--- src/rtl/spbte_pkg.sv ---
`default_nettype none
package spbte_pkg;

  localparam int FRAME_LEN = 6;
  localparam int MAX_ATTEMPTS_DEF = 2;
  localparam int TIMER_BITS_DEF = 8;
  localparam int QUEUE_DEPTH = 4;

  typedef enum logic [1:0] {
    CMD_TICK  = 2'd0,
    CMD_BYTE  = 2'd1,
    CMD_QUERY = 2'd2,
    CMD_WRITE = 2'd3
  } cmd_t;

  typedef enum logic [2:0] {
    KIND_TX     = 3'd0,
    KIND_QDONE  = 3'd1,
    KIND_WDONE  = 3'd2,
    KIND_FAIL   = 3'd3,
    KIND_BCAST  = 3'd4,
    KIND_BUSY   = 3'd5
  } kind_t;

  typedef enum logic [1:0] {
    PH_IDLE  = 2'd0,
    PH_WAIT  = 2'd1,
    PH_REPLY = 2'd2
  } phase_t;

  typedef enum logic [2:0] {
    REG_DOMAIN    = 3'd0,
    REG_OWN       = 3'd1,
    REG_MAIN      = 3'd2,
    REG_BCAST     = 3'd3,
    REG_QUERY     = 3'd4,
    REG_IDLE_SEND = 3'd5,
    REG_TIMEOUT   = 3'd6,
    REG_QUIET     = 3'd7
  } reg_idx_t;

  typedef struct packed {
    logic [1:0] cmd;
    logic [7:0] rx_byte;
    logic [7:0] param_code;
    logic [7:0] write_value;
  } in_item_t;

  typedef struct packed {
    logic [2:0] out_kind;
    logic [7:0] tx_byte;
    logic       tx_last;
    logic [7:0] param_out;
    logic [7:0] value_out;
  } out_item_t;

  typedef struct packed {
    logic [7:0] domain_code;
    logic [7:0] own_id;
    logic [7:0] mainboard_id;
    logic [7:0] broadcast_id;
    logic [7:0] query_code;
    logic [7:0] idle_before_send;
    logic [7:0] reply_timeout;
    logic [7:0] reply_quiet;
  } cfg_t;

  // One job for the back end: either a single result or a six-byte frame.
  typedef struct packed {
    logic       is_frame;
    out_item_t  single;
    logic [7:0] b0;
    logic [7:0] b1;
    logic [7:0] b2;
    logic [7:0] b3;
    logic [7:0] b4;
    logic [7:0] b5;
  } job_t;

endpackage
`default_nettype wire

--- src/rtl/spbte_front.sv ---
`default_nettype none
module spbte_front #(
  parameter int MAX_ATTEMPTS = spbte_pkg::MAX_ATTEMPTS_DEF,
  parameter int TIMER_BITS   = spbte_pkg::TIMER_BITS_DEF
) (
  input  wire logic                clk,
  input  wire logic                rst,
  input  wire spbte_pkg::cfg_t     cfg,
  input  wire logic                in_fire,
  input  wire spbte_pkg::in_item_t item,
  output spbte_pkg::job_t          job,
  output logic                     job_valid
);
  import spbte_pkg::*;

  localparam int AW = (MAX_ATTEMPTS > 1) ? $clog2(MAX_ATTEMPTS + 1) : 1;
  localparam logic [TIMER_BITS-1:0] TMAX = {TIMER_BITS{1'b1}};

  phase_t                phase, phase_next;
  logic                  is_write, is_write_next;
  logic [7:0]            pending_param, pending_param_next;
  logic [7:0]            pending_data, pending_data_next;
  logic [7:0]            sent_checksum, sent_checksum_next;
  logic [AW-1:0]         attempts_used, attempts_used_next;
  logic [TIMER_BITS-1:0] since_send, since_send_next;
  logic [TIMER_BITS-1:0] since_activity, since_activity_next;
  logic [7:0]            frame_bytes [5];
  logic [2:0]            frame_position, frame_position_next, pos;
  logic                  fb_we;

  logic [TIMER_BITS-1:0] ss_b, sa_b;
  logic [TIMER_BITS:0]   idle_ext, to_ext, quiet_ext;
  logic [7:0]            f3, f4, fsum, rsum;
  logic                  do_tx;

  always_comb begin
    idle_ext  = (TIMER_BITS+1)'(cfg.idle_before_send);
    to_ext    = (TIMER_BITS+1)'(cfg.reply_timeout);
    quiet_ext = (TIMER_BITS+1)'(cfg.reply_quiet);
    ss_b = (since_send == TMAX) ? TMAX : since_send + 1'b1;
    sa_b = (since_activity == TMAX) ? TMAX : since_activity + 1'b1;
    rsum = frame_bytes[0] + frame_bytes[1] + frame_bytes[2] + frame_bytes[3]
         + frame_bytes[4];
  end

  always_comb begin
    phase_next          = phase;
    is_write_next       = is_write;
    pending_param_next  = pending_param;
    pending_data_next   = pending_data;
    sent_checksum_next  = sent_checksum;
    attempts_used_next  = attempts_used;
    since_send_next     = since_send;
    since_activity_next = since_activity;
    frame_position_next = frame_position;
    fb_we               = 1'b0;
    pos                 = frame_position;
    do_tx               = 1'b0;
    job_valid           = 1'b0;
    job                 = '0;
    if (in_fire) begin
      unique case (cmd_t'(item.cmd))
        CMD_TICK: begin
          since_send_next     = ss_b;
          since_activity_next = sa_b;
          if (phase == PH_WAIT) begin
            if ({1'b0, sa_b} >= idle_ext) do_tx = 1'b1;
          end else if (phase == PH_REPLY) begin
            if ({1'b0, ss_b} > to_ext && {1'b0, sa_b} > quiet_ext) begin
              attempts_used_next = attempts_used + 1'b1;
              if (32'(attempts_used_next) < MAX_ATTEMPTS) begin
                do_tx = 1'b1;
              end else begin
                phase_next = PH_IDLE;
                job_valid  = 1'b1;
                job.single = '{out_kind: KIND_FAIL, tx_byte: '0, tx_last: 1'b0,
                               param_out: pending_param, value_out: '0};
              end
            end
          end
        end
        CMD_BYTE: begin
          if ({1'b0, since_activity} >= quiet_ext || frame_position > 3'd5) pos = '0;
          since_activity_next = '0;
          if (phase == PH_REPLY && is_write && item.rx_byte == sent_checksum) begin
            phase_next          = PH_IDLE;
            frame_position_next = '0;
            job_valid           = 1'b1;
            job.single = '{out_kind: KIND_WDONE, tx_byte: '0, tx_last: 1'b0,
                           param_out: pending_param, value_out: '0};
          end else if (pos < 3'd5) begin
            fb_we               = 1'b1;
            frame_position_next = pos + 3'd1;
          end else begin
            frame_position_next = '0;
            if (phase == PH_REPLY) begin
              if (!is_write && frame_bytes[0] == cfg.domain_code &&
                  frame_bytes[1] == cfg.mainboard_id && frame_bytes[2] == cfg.own_id &&
                  frame_bytes[3] == pending_param && item.rx_byte == rsum) begin
                phase_next = PH_IDLE;
                job_valid  = 1'b1;
                job.single = '{out_kind: KIND_QDONE, tx_byte: '0, tx_last: 1'b0,
                               param_out: pending_param, value_out: frame_bytes[4]};
              end
            end else if (phase != PH_WAIT) begin
              if (frame_bytes[0] == cfg.domain_code && item.rx_byte == rsum &&
                  (frame_bytes[2] == cfg.broadcast_id || frame_bytes[2] == cfg.own_id)) begin
                job_valid  = 1'b1;
                job.single = '{out_kind: KIND_BCAST, tx_byte: '0, tx_last: 1'b0,
                               param_out: frame_bytes[3], value_out: frame_bytes[4]};
              end
            end
          end
        end
        CMD_QUERY, CMD_WRITE: begin
          if (phase != PH_IDLE) begin
            job_valid  = 1'b1;
            job.single = '{out_kind: KIND_BUSY, tx_byte: '0, tx_last: 1'b0,
                           param_out: item.param_code, value_out: '0};
          end else begin
            is_write_next      = (item.cmd == CMD_WRITE);
            pending_param_next = item.param_code;
            pending_data_next  = (item.cmd == CMD_WRITE) ? item.write_value : 8'd0;
            attempts_used_next = '0;
            if ({1'b0, since_activity} >= idle_ext) do_tx = 1'b1;
            else phase_next = PH_WAIT;
          end
        end
        default: ;
      endcase
    end
    f3   = is_write_next ? pending_param_next : cfg.query_code;
    f4   = is_write_next ? pending_data_next : pending_param_next;
    fsum = cfg.domain_code + cfg.own_id + cfg.mainboard_id + f3 + f4;
    if (do_tx) begin
      sent_checksum_next  = fsum;
      phase_next          = PH_REPLY;
      since_send_next     = '0;
      since_activity_next = '0;
      job_valid           = 1'b1;
      job.is_frame        = 1'b1;
      job.single.param_out = pending_param_next;
      job.b0 = cfg.domain_code;
      job.b1 = cfg.own_id;
      job.b2 = cfg.mainboard_id;
      job.b3 = f3;
      job.b4 = f4;
      job.b5 = fsum;
    end
  end

  always_ff @(posedge clk) begin
    if (rst) begin
      phase          <= PH_IDLE;
      is_write       <= 1'b0;
      pending_param  <= '0;
      pending_data   <= '0;
      sent_checksum  <= '0;
      attempts_used  <= '0;
      since_send     <= '0;
      since_activity <= TMAX;
      frame_position <= '0;
    end else begin
      phase          <= (phase_next == PH_IDLE || phase_next == PH_WAIT ||
                         phase_next == PH_REPLY) ? phase_next : PH_IDLE;
      is_write       <= is_write_next;
      pending_param  <= pending_param_next;
      pending_data   <= pending_data_next;
      sent_checksum  <= sent_checksum_next;
      attempts_used  <= attempts_used_next;
      since_send     <= since_send_next;
      since_activity <= since_activity_next;
      frame_position <= frame_position_next;
    end
  end

  always_ff @(posedge clk) begin
    if (fb_we) frame_bytes[pos] <= item.rx_byte;
  end

endmodule
`default_nettype wire

--- src/rtl/spbte_queue.sv ---
`default_nettype none
module spbte_queue (
  input  wire logic            clk,
  input  wire logic            rst,
  input  wire logic            wr,
  input  wire spbte_pkg::job_t wdata,
  output logic                 has_room,
  input  wire logic            rd,
  output spbte_pkg::job_t      rdata,
  output logic                 not_empty
);
  import spbte_pkg::*;

  localparam int PW = $clog2(QUEUE_DEPTH);

  job_t          mem [QUEUE_DEPTH];
  logic [PW-1:0] wp, rp;
  logic [PW:0]   count;

  assign has_room  = (count < (PW+1)'(QUEUE_DEPTH - 1));
  assign not_empty = (count != '0);
  assign rdata     = mem[rp];

  always_ff @(posedge clk) begin
    if (rst) begin
      wp    <= '0;
      rp    <= '0;
      count <= '0;
    end else begin
      if (wr) wp <= wp + 1'b1;
      if (rd) rp <= rp + 1'b1;
      count <= count + (PW+1)'(wr) - (PW+1)'(rd);
    end
  end

  always_ff @(posedge clk) begin
    if (wr) mem[wp] <= wdata;
  end

endmodule
`default_nettype wire

--- src/rtl/spbte_back.sv ---
`default_nettype none
module spbte_back (
  input  wire logic             clk,
  input  wire logic             rst,
  input  wire spbte_pkg::job_t  job,
  input  wire logic             job_valid,
  output logic                  job_pop,
  output spbte_pkg::out_item_t  result,
  output logic                  result_valid,
  input  wire logic             result_ready
);
  import spbte_pkg::*;

  logic [2:0] idx;
  logic [7:0] b;
  logic       take;

  always_comb begin
    case (idx)
      3'd0: b = job.b0;
      3'd1: b = job.b1;
      3'd2: b = job.b2;
      3'd3: b = job.b3;
      3'd4: b = job.b4;
      default: b = job.b5;
    endcase
    take    = job_valid && (!result_valid || result_ready);
    job_pop = take && (!job.is_frame || idx == 3'(FRAME_LEN - 1));
  end

  always_ff @(posedge clk) begin
    if (rst) begin
      idx          <= '0;
      result_valid <= 1'b0;
    end else begin
      if (take) begin
        result_valid <= 1'b1;
        idx <= job_pop ? 3'd0 : idx + 3'd1;
      end else if (result_ready) begin
        result_valid <= 1'b0;
      end
    end
  end

  always_ff @(posedge clk) begin
    if (take) begin
      if (job.is_frame) begin
        result <= '{out_kind: KIND_TX, tx_byte: b,
                    tx_last: (idx == 3'(FRAME_LEN - 1)),
                    param_out: job.single.param_out, value_out: '0};
      end else begin
        result <= job.single;
      end
    end
  end

endmodule
`default_nettype wire

--- src/rtl/serial_param_bus_transaction_engine.sv ---
// Path: each result passes the job queue and the output register. Throughput: one item per cycle;
// a frame transmission drains as 6 transfers at one per cycle while out_ready is high, so the
// input stalls while the 4-entry job queue between front and back holds 3 or more jobs.
// Reset: synchronous, active high; registers return to their reset values, bus deemed quiet.
`default_nettype none
module serial_param_bus_transaction_engine #(
  parameter int MAX_ATTEMPTS = spbte_pkg::MAX_ATTEMPTS_DEF,
  parameter int TIMER_BITS   = spbte_pkg::TIMER_BITS_DEF
) (
  input  wire logic                 clk,
  input  wire logic                 rst,
  input  wire logic                 in_valid,
  output logic                      in_ready,
  input  wire spbte_pkg::in_item_t  in_data,
  output logic                      out_valid,
  input  wire logic                 out_ready,
  output spbte_pkg::out_item_t      out_data,
  input  wire logic                 cfg_valid,
  output logic                      cfg_ready,
  input  wire logic [2:0]           cfg_index,
  input  wire logic [7:0]           cfg_data
);
  import spbte_pkg::*;

  cfg_t cfg;
  job_t fjob, qjob;
  logic fvalid, room, qne, pop, in_fire;

  assign in_ready  = room;
  assign cfg_ready = 1'b1;
  assign in_fire   = in_valid && in_ready;

  always_ff @(posedge clk) begin
    if (rst) begin
      cfg <= '{domain_code: 8'd1, own_id: 8'd34, mainboard_id: 8'd17,
               broadcast_id: 8'd16, query_code: 8'd0, idle_before_send: 8'd5,
               reply_timeout: 8'd20, reply_quiet: 8'd3};
    end else if (cfg_valid) begin
      unique case (reg_idx_t'(cfg_index))
        REG_DOMAIN:    cfg.domain_code      <= cfg_data;
        REG_OWN:       cfg.own_id           <= cfg_data;
        REG_MAIN:      cfg.mainboard_id     <= cfg_data;
        REG_BCAST:     cfg.broadcast_id     <= cfg_data;
        REG_QUERY:     cfg.query_code       <= cfg_data;
        REG_IDLE_SEND: cfg.idle_before_send <= cfg_data;
        REG_TIMEOUT:   cfg.reply_timeout    <= cfg_data;
        REG_QUIET:     cfg.reply_quiet      <= cfg_data;
        default: ;
      endcase
    end
  end

  spbte_front #(.MAX_ATTEMPTS(MAX_ATTEMPTS), .TIMER_BITS(TIMER_BITS)) u_front (
    .clk, .rst, .cfg, .in_fire, .item(in_data), .job(fjob), .job_valid(fvalid)
  );

  spbte_queue u_queue (
    .clk, .rst, .wr(fvalid), .wdata(fjob), .has_room(room),
    .rd(pop), .rdata(qjob), .not_empty(qne)
  );

  spbte_back u_back (
    .clk, .rst, .job(qjob), .job_valid(qne), .job_pop(pop),
    .result(out_data), .result_valid(out_valid), .result_ready(out_ready)
  );

endmodule
`default_nettype wire

--- config.mk ---
export PLATFORM = sky130hd
export DESIGN_NAME = serial_param_bus_transaction_engine
export DESIGN_NICKNAME = d
export VERILOG_FILES = /design/src/rtl/spbte_pkg.sv /design/src/rtl/spbte_front.sv /design/src/rtl/spbte_queue.sv /design/src/rtl/spbte_back.sv /design/src/rtl/serial_param_bus_transaction_engine.sv
export SDC_FILE = /design/constraint.sdc
export NUM_CORES = 1
export LEC_CHECK = 0
export BUFFER_PORTS_ARGS = -buffer_cell sky130_fd_sc_hd__buf_2
export CAP_MARGIN = 20
export CORE_ASPECT_RATIO = 1.75
export CORE_MARGIN = 2
export CORE_UTILIZATION = 40
export CTS_CLUSTER_SIZE = 25
export DETAILED_ROUTE_END_ITERATION = 16
export SLEW_MARGIN = 20
export SYNTH_ARGS = -nofsm -noshare
export SYNTH_HDL_FRONTEND = slang
export SYNTH_SLANG_ARGS = --single-unit
--- constraint.sdc ---
create_clock -name clk -period 11 [get_ports clk]
set_input_delay 2.2 -clock clk [delete_from_list [all_inputs] [get_ports clk]]
set_output_delay 2.2 -clock clk [all_outputs]
set_load 0.05 [all_outputs]
==> results of run 1 <==
state kept, by name, indices dropped and copies added, names as in the netlist, named ones only:
register,flops
u_front.since_send,8
u_queue.rp,2
u_back.result_valid,1
u_front.sent_checksum,8
u_front.frame_bytes,40
u_back.idx,3
u_front.is_write,1
u_front.phase,2
u_front.pending_param,8
u_queue.mem,272
u_front.pending_data,8
u_back.result,28
u_front.since_activity,8
u_front.attempts_used,2
u_queue.wp,2
u_front.frame_position,3
u_queue.count,3
cfg,64
stage by stage:
stage | std cells | hold WS [ns] | util (%) | setup WS, ns | power, W
3_5_place_dp | 2361 | 0.448 | 42.6 | 2.90 | 0.00360
5_1_grt | 2438 | 0.480 | 45.2 | 2.76 | 0.00525
4_1_cts | 2438 | 0.457 | 45.2 | 3.48 | 0.00508
2_1_floorplan | 1664 | 0.433 | - | 3.40 | 0.00320
3_3_place_gp | 2361 | 0.443 | 42.6 | 3.10 | 0.00357
6_report | 2438 | 0.458 | 45.2 | 3.49 | 0.00502
worst max-delay path, cell delays in order:
cell and delay [ns]:
buf_2 0.35, nor3b_1 0.45, nand3_1 0.73, mux2i_1 0.97, nand2_1 0.12, a31oi_1 0.33
fa_1 0.45, inv_1 0.08, fa_1 0.40, inv_1 0.07, ha_1 0.15, inv_1 0.06
fa_1 0.44, nor2b_1 0.17, o21ai_0 0.10, nand2b_1 0.11, a21o_1 0.12, a21oi_1 0.07
xnor2_1 0.30, nor2_1 0.13
power by group:
part           internal [W]  leakage [nW]  switching, W
logic              0.000492          3.53      0.000848
clock network      0.000837         0.681      0.000648
registers           0.00209          4.14      0.000102
area by class of cell:
| cell class | instances | area (µm²) |
|---|---|---|
| Clock buffer | 60 | 1200 |
| Sequential cell | 465 | 12700 |
| Timing Repair Buffer | 85 | 463 |
| Fill cell | 4765 | 29300 |
| Inverter | 76 | 285 |
| Clock inverter | 17 | 179 |
| Tap cell | 684 | 856 |
| Multi-Input combinational cell | 1051 | 8440 |
Yosys cell counts, drive strengths merged (5+ instances only):
| cell type | n | area, µm² |
|---|---|---|
| a32o | 7 | 70.1 |
| mux2i | 23 | 230 |
| xor2 | 16 | 140 |
| and2 | 47 | 294 |
| xnor2 | 67 | 587 |
| buf | 25 | 104 |
| nor2b | 40 | 250 |
| and3 | 5 | 31.3 |
| nor3 | 22 | 121 |
| nand4 | 27 | 169 |
| nor2 | 111 | 417 |
| ha | 71 | 888 |
| o21ai | 28 | 144 |
| a22oi | 16 | 120 |
| clkbuf | 47 | 176 |
| nand2 | 190 | 713 |
| o21a | 7 | 52.6 |
| fa | 41 | 821 |
| o31ai | 5 | 37.5 |
| o31a | 7 | 61.3 |
| nand3b | 10 | 75.1 |
| mux4 | 68 | 1530 |
| a21oi | 104 | 528 |
| a22o | 7 | 61.3 |
| a21o | 7 | 52.6 |
| nand3 | 23 | 115 |
| inv | 76 | 285 |
| edfxtp | 340 | 10200 |
| a221o | 7 | 70.1 |
| a211o | 5 | 43.8 |
| dfxtp | 125 | 2500 |
| a31oi | 12 | 75.1 |
| nand2b | 16 | 100 |
| o211ai | 5 | 37.5 |
| nor4 | 6 | 43.8 |
| a211oi | 14 | 118 |
layer usage:
| layer | GRT usage, % | vias up | part of all wire [%] | wire length (µm) |
|---|---|---|---|---|
| li1 | - | 6180 | - | - |
| met1 | 22.5 | 6686 | 37 | 21200 |
| met2 | 36.9 | 333 | 52 | 29800 |
| met3 | 2.58 | 177 | 3.3 | 1890 |
| met4 | 15.4 | 0 | 8.4 | 4840 |
| met5 | 0 | - | 0 | 0 |
logic make-up after synthesis:
group	Yosys count	synth area share, %
AO/OA/AOI/OAI	249	7.67
AND/OR/NAND/NOR	509	11.2
buffers and inverters	148	2.61
adder cells (fa/ha/maj)	112	7.89
flip-flops	465	58.6
multiplexers	94	8.28
XOR/XNOR	86	3.68
other	1	0.0173
worst max path at each step:
| stage | slack, ns | from | depth (start not counted) | end |
|---|---|---|---|---|
| floorplan | 3.40 | u_front.frame_bytes[3][1] | 13 | u_queue.mem[0][0] |
| global placement | 3.10 | in_data[25] | 20 | u_queue.mem[0][7] |
| detailed placement | 2.90 | in_data[25] | 20 | u_queue.mem[0][7] |
| CTS | 3.48 | in_data[25] | 20 | u_queue.mem[0][7] |
| global route | 2.76 | in_data[25] | 20 | u_queue.mem[0][7] |
| finish | 3.49 | in_data[25] | 20 | u_queue.mem[0][7] |
==> summary.txt, run 1 <==
Global routing
  • Total grt overflow: 0
  • First-pass GRT wire length: 87,200 µm
  • Vias in the first global route: approximately 14,000
  • Initial antenna violation count: 0
  • Pin count of the biggest net entering global routing: 77
  • Global-route usage over all layers: between 20% and 30%

Die
  • I/O pin count: 73
  • Die height: 312 µm
  • Die width: ~180 µm
  • Rows: between 100 and 150
  • Initial core utilization: between 40 and 50%
  • Core area: approximately 53,000 µm²
  • Die area: ~56,000 µm²

Timing
  • Slew margin rel.: around 29%
  • Worst slew pin tran: 1.06 ns
  • Unrepaired setup endpoints after global routing: false
  • Crit path time final: roughly 7.5 ns
  • Fin. max-slew vios: 0
  • Total negative slack: 0 ns
  • Final Hold Viols: 0
  • Clk_skew: roughly 0.019 ns
  • Period utilisation layout: 68.3%
  • Fmax: between 100 and 150 MHz
  • # setup viols final: 0

Placed design
  • Placed Area: about 23,000 µm²
  • HPWL Detailed: 42,200 µm
  • GPL Wtd Cong: around 0.96
  • Port Buffers: a little over 70

Clock network
  • Max clock buf depth: 3
  • Total CTS buffers: 42
  • CTS sink cnt: between 400 and 500
  • Number of setup buffers added after CTS: 0
  • Clk_lat worst skew: approximately 0.57 ns
  • Reg clk slew, reported paths: approximately 0.06 ns
  • Root Buffer: clkbuf_16
  • CTS tree: built
  • Hold buffer count at cts: 0
  • Post-CTS sizing: 0
  • H-tree levels: 2

Final layout
  • Final Net Count: ~1,900
  • Area grow syn2layout: 11.4%
  • Share of cells above drive strength 1: between 10 and 15%
  • Fin area: 24,100 µm²
  • Leading cell type in the layout, fill and taps excluded: edfxtp_1
  • Diode count: 0
  • Commonest non-fill, non-tap cells in the layout: 340 x edfxtp_1, 190 x nand2_1, 123 x dfxtp_1, 111 x nor2_1, 102 x a21oi_1

Synthesis
  • Sequential area share after synthesis: between 50% and 60%
  • Synthesized instance count: approximately 1,700
  • #FFs+latches synth: about 470
  • Post-Syn Area: about 22,000 µm²
  • Synth async-reset ratio: 0%
  • Syn nets: roughly 1,800
  • Post-synth EDFFs: 340
  • Commonest register cell after synthesis: edfxtp_1
  • Synthesized area per cell: approximately 13 µm²
  • Ys Warns: 0
  • Distinct cells, synth: 71

Worst setup path
  • Reg-to-reg critical path endpoint: u_queue.mem[2][49]
  • Crit Path Category: in2reg
  • Worst EP required: between 10 and 15 ns
  • Worst Path Arrival: 7.81 ns
  • Critical Path Fanout Max: 23
  • Crit start category: input pin
  • Flop2flop setup slack: 3.86 ns
  • FF-to-FF Start: u_front.frame_bytes[2][1]
  • Worst reg2reg path depth: 14
  • Critical path endpoint category: register

Worst hold path
  • HP Start: cfg[2]
  • Hold Path Class: reg2reg
  • Worst hold path endpoint: cfg[2]
  • Hold Path Cell Cnt: 2

Job
  • Max-Cap Viols: 0

Routing
  • Wire length per cell: between 20 and 25 µm
  • DR vias: around 13,000
  • First-pass iteration count of the detailed router: 5
  • First DRT Iteration DRCs: slightly above 800
  • Total wire length: 57,700 µm
  • Drt via density: roughly 5.5
  • ANT nets after route: 0
  • Drc violations: 0

Power
  • P per Cell Area: between 200 and 250 nW/µm²
  • Peak VDD IR: about 0.00010 V
  • Leakage: between 8 and 9 nW

Outcome
  • Status: completed
No activity file was read; power rests on OpenSTA's default activity.
==> run 2: changes to the inputs <==
--- a/config.mk
+++ b/config.mk
@@ -5,6 +5,7 @@
 export SDC_FILE = /design/constraint.sdc
 export NUM_CORES = 1
 export LEC_CHECK = 0
+export ABC_AREA = 1
 export BUFFER_PORTS_ARGS = -buffer_cell sky130_fd_sc_hd__buf_2
 export CAP_MARGIN = 20
 export CORE_ASPECT_RATIO = 1.75
==> constraint.sdc (replaced) <==
create_clock -name clk -period 6.33 [get_ports clk]
set_input_delay 1.266 -clock clk [delete_from_list [all_inputs] [get_ports clk]]
set_output_delay 1.266 -clock clk [all_outputs]
set_load 0.05 [all_outputs]
==> run 2 against run 1 <==
Clock skew increased by 0.0019 ns. Design area is 3.5% higher. Routed wire length increased by 11%. Total power rose by 87%. Area after synthesis rose by 3.3%. Worst setup slack got worse by 2.9 ns. Register-to-register slack got worse by 3.2 ns.
==> summary.txt, run 2 <==
Outcome
  • Status: completed

Global routing
  • First-pass GRT wire length: 96,400 µm (+11%)
  • Total grt overflow: 0 (unchanged)
  • Global-route usage over all layers: 22.1% (+1.4 points)
  • Vias in the first global route: 16,600 (+18%)
  • Initial antenna violation count: 0 (unchanged)
  • Pin count of the biggest net entering global routing: 83 (+7.8%)

Clock network
  • Clk_lat worst skew: 0.58 ns (about the same)
  • Number of setup buffers added after CTS: 0 (unchanged)
  • Post-CTS sizing: 0 (unchanged)
  • Hold buffer count at cts: 0 (unchanged)
  • CTS tree: built
  • Total CTS buffers: 43 (+2.4%)
  • Reg clk slew, reported paths: 0.07 ns (about the same)
  • Max clock buf depth: 3 (unchanged)
  • Root Buffer: clkbuf_16
  • CTS sink cnt: 465 (unchanged)
  • H-tree levels: 2 (unchanged)

Final layout
  • Final Net Count: 2,528 (+35%)
  • Leading cell type in the layout, fill and taps excluded: edfxtp_1
  • Leading registers by flop count: u_queue.mem x272, cfg x64, u_front.frame_bytes x40
  • Commonest non-fill, non-tap cells in the layout: 340 x edfxtp_1, 332 x nand2_1, 327 x nor2_1, 294 x inv_1, 263 x o21ai_0
  • Top register by number of flip-flops: u_queue.mem
  • Diode count: 0 (unchanged)
  • Largest register FFs: 272 (unchanged)
  • Area grow syn2layout: 11.5%
  • Share of cells above drive strength 1: 8.97% (-5.0 points)

Power
  • P per Cell Area: 375 nW/µm² (+81%)
  • Switch share: 36.6% (+4.7 points)
  • Logic pwr share: 30.6% (+3.9 points)
  • Leakage: 9.97 nW (+19%)
  • Net switching power: 0.00343 W (+110%)
  • Int Pwr: 0.00595 W (+74%)
  • Flop pwr share: 41.3% (-2.4 points)
  • Clock share of power: 28.1% (-1.5 points)
  • Peak VDD IR: 0.000236 V (+130%)

Synthesis
  • Distinct cells, synth: 50 (-30%)
  • Synthesized area per cell: 9.64 µm² (-26%)
  • Synth Area in Adders: 7.63% (-0.25 points)
  • Commonest register cell after synthesis: edfxtp_1
  • Most numerous cell in the Yosys netlist: edfxtp_1
  • #FFs+latches synth: 465 (unchanged)
  • Post-synth EDFFs: 340 (unchanged)
  • Mux cell area share after synthesis: 0% (-8.3 points)
  • Compound-Gate Fraction of Synth Area: 12.1% (+4.4 points)
  • Top post-synthesis cells by area: edfxtp_1 46%, dfxtp_1 11%, o21ai_0 5.9%
  • Post-Syn Area: 22,400 µm² (+3.3%)
  • Sequential area share after synthesis: 56.8% (-1.9 points)
  • Synth async-reset ratio: 0% (unchanged)
  • Syn nets: 2,477 (+36%)
  • Synthesized instance count: 2,323 (+40%)
  • Cell taking the most area after synthesis: edfxtp_1
  • Commonest cells post-synth: 340 x edfxtp_1, 332 x nand2_1, 332 x nor2_1
  • Ys Warns: 0 (unchanged)
  • Combinational family with the most area after synthesis: simple AND/OR/NAND/NOR gates
  • Xor/xnor share of the synthesized area: 1.68% (-2.0 points)
  • Yosys top cell area share: 45.6% (-1.5 points)
  • Post-synthesis simple-gate area fraction: 14.9% (+3.7 points)

Worst setup path
  • FF-to-FF Start: u_front.frame_bytes[3][1]
  • Crit start category: register
  • Critical path endpoint category: register
  • Worst Path Arrival: 6.20 ns (-1.61 ns)
  • Reg-to-reg critical path endpoint: u_queue.count[1]
  • Flop2flop setup slack: 0.64 ns (-3.22 ns)
  • Worst setup path start: u_front.frame_bytes[3][1]
  • Worst reg2reg path depth: 22 (+8)
  • Critical Path Fanout Max: 5 (-78%)
  • Worst EP required: 6.83 ns (-4.46 ns)
  • Crit Path Category: reg2reg

Timing
  • Unrepaired setup endpoints after global routing: false
  • Period utilisation layout: about 90%
  • Total negative slack: 0 ns (unchanged)
  • # setup viols final: 0 (unchanged)
  • Worst slew pin tran: 0.957 ns (-0.101 ns)
  • Fmax: roughly 180 MHz
  • Clk_skew: 0.0212 ns (+0.00189 ns)
  • Slew margin rel.: 36.0% (+7.1 points)
  • Crit path time final: between 5 and 6 ns
  • Fin. max-slew vios: 0 (unchanged)
  • WHS: 0.460 ns (+0.00162 ns)
  • Final Hold Viols: 0 (unchanged)

Routing
  • First-pass iteration count of the detailed router: 6 (+1)
  • DR vias: 16,600 (+24%)
  • Total wire length: 63,900 µm (+11%)
  • ANT nets after route: 0 (unchanged)
  • Drt via density: 5.36 (-2.3%)
  • Wire length per cell: 20.6 µm (-13%)
  • First DRT Iteration DRCs: 1,200 (+46%)
  • Drc violations: 0 (unchanged)

Worst hold path
  • Worst hold path endpoint: cfg[11]
  • HP Start: cfg[11]
  • Hold Path Class: reg2reg
  • Hold Path Cell Cnt: 2 (unchanged)

Die
  • I/O pin count: 73 (unchanged)
  • Core area: 55,300 µm² (+3.7%)
  • Initial core utilization: 40.5% (-0.13 points)
  • Rows: 114 (+1.8%)
  • Die width: 183 µm (+1.6%)
  • Die height: 317 µm (+1.6%)
  • Die area: 58,000 µm² (+3.3%)

Placed design
  • Port Buffers: 71 (unchanged)
  • GPL Wtd Cong: 0.955 (-0.35%)
  • HPWL Detailed: 46,600 µm (+10%)

Job
  • Max-Cap Viols: 0 (unchanged)
==> run 2: cell types whose count changed after synthesis, moves of 40 or more <==
cell / delta
xnor2_1: -55
inv_1: +222
o22ai_1: +65
nor2b_1: -40
nand3_1: +64
o21ai_0: +237
nor2_1: +221
and2_1: -47
mux4_2: -68
nand2_1: +142
==> run 2: worst max-delay path, cell delays in order, from the launching register on <==
cell and delay, ns:
edfxtp_1 0.51, fa_1 0.56, fa_1 0.46, fa_1 0.53, ha_1 0.21, inv_1 0.09
fa_1 0.45, inv_1 0.13, nand2_1 0.08, nand3_1 0.07, nand2_1 0.05, nand2_1 0.11
inv_1 0.05, nand2_1 0.07, nand2_1 0.09, nand4_1 0.22, nand3_1 0.18, a21oi_1 0.75
inv_1 0.15, ha_1 0.24, inv_1 0.08, fa_1 0.43, nor2_1 0.13
==> run 2: worst max-delay path by stage <==
stage / end / depth (start not counted)
2_1_floorplan: u_queue.mem[0][0] / 16
5_1_grt: u_queue.count[1] / 22
4_1_cts: u_queue.count[1] / 22
6_report: u_queue.count[1] / 22
3_5_place_dp: u_queue.mem[0][7] / 22
3_3_place_gp: u_queue.mem[0][7] / 26
==> run 2: cells by family after synthesis <==
| group | after synthesis |
|---|---|
| AND/OR/NAND/NOR | 808 |
| AO/OA/AOI/OAI | 491 |
| flip-flops | 465 |
| buffers and inverters | 403 |
| adder cells (fa/ha/maj) | 112 |
| XOR/XNOR | 43 |
| other | 1 |
==> run 2: layout make-up <==
class,count,area [µm²]
Fill cell,5238,30400
Inverter,310,1160
Clock inverter,26,272
Clock buffer,54,1150
Multi-Input combinational cell,1455,8180
Timing Repair Buffer,99,628
Tap cell,696,871
Sequential cell,465,12700
==> run 2: power groups by stage <==
stage,clock (W),sequential (W),combinational (W)
finish,0.00264,0.00387,0.00287
global route,0.00278,0.00391,0.00317
CTS,0.00268,0.00388,0.00289
detailed placement,0,0.00394,0.00288
global placement,0,0.00394,0.00282
floorplan,0,0.00420,0.00170
==> run 2: through the flow <==
stage	util [%]	setup WS [ns]	total power (W)	area, µm²	cells
2_1_floorplan	-	-0.576	0.00590	22400	2323
3_5_place_dp	42.6	0.590	0.00683	23600	3025
3_3_place_gp	42.6	0.694	0.00676	23600	3025
4_1_cts	45.1	0.681	0.00946	25000	3105
6_report	45.1	0.636	0.00938	25000	3105
5_1_grt	45.1	0.479	0.00987	25000	3105
==> run 2: per-layer routing <==
| metal | routed length (µm) | up-vias | GRT usage [%] |
|---|---|---|---|
| met4 | 4390 | 0 | 13.6 |
| met2 | 33900 | 493 | 41.7 |
| met5 | 0 | - | 0 |
| met3 | 2660 | 173 | 2.49 |
| li1 | - | 7912 | - |
| met1 | 23000 | 8059 | 23.4 |
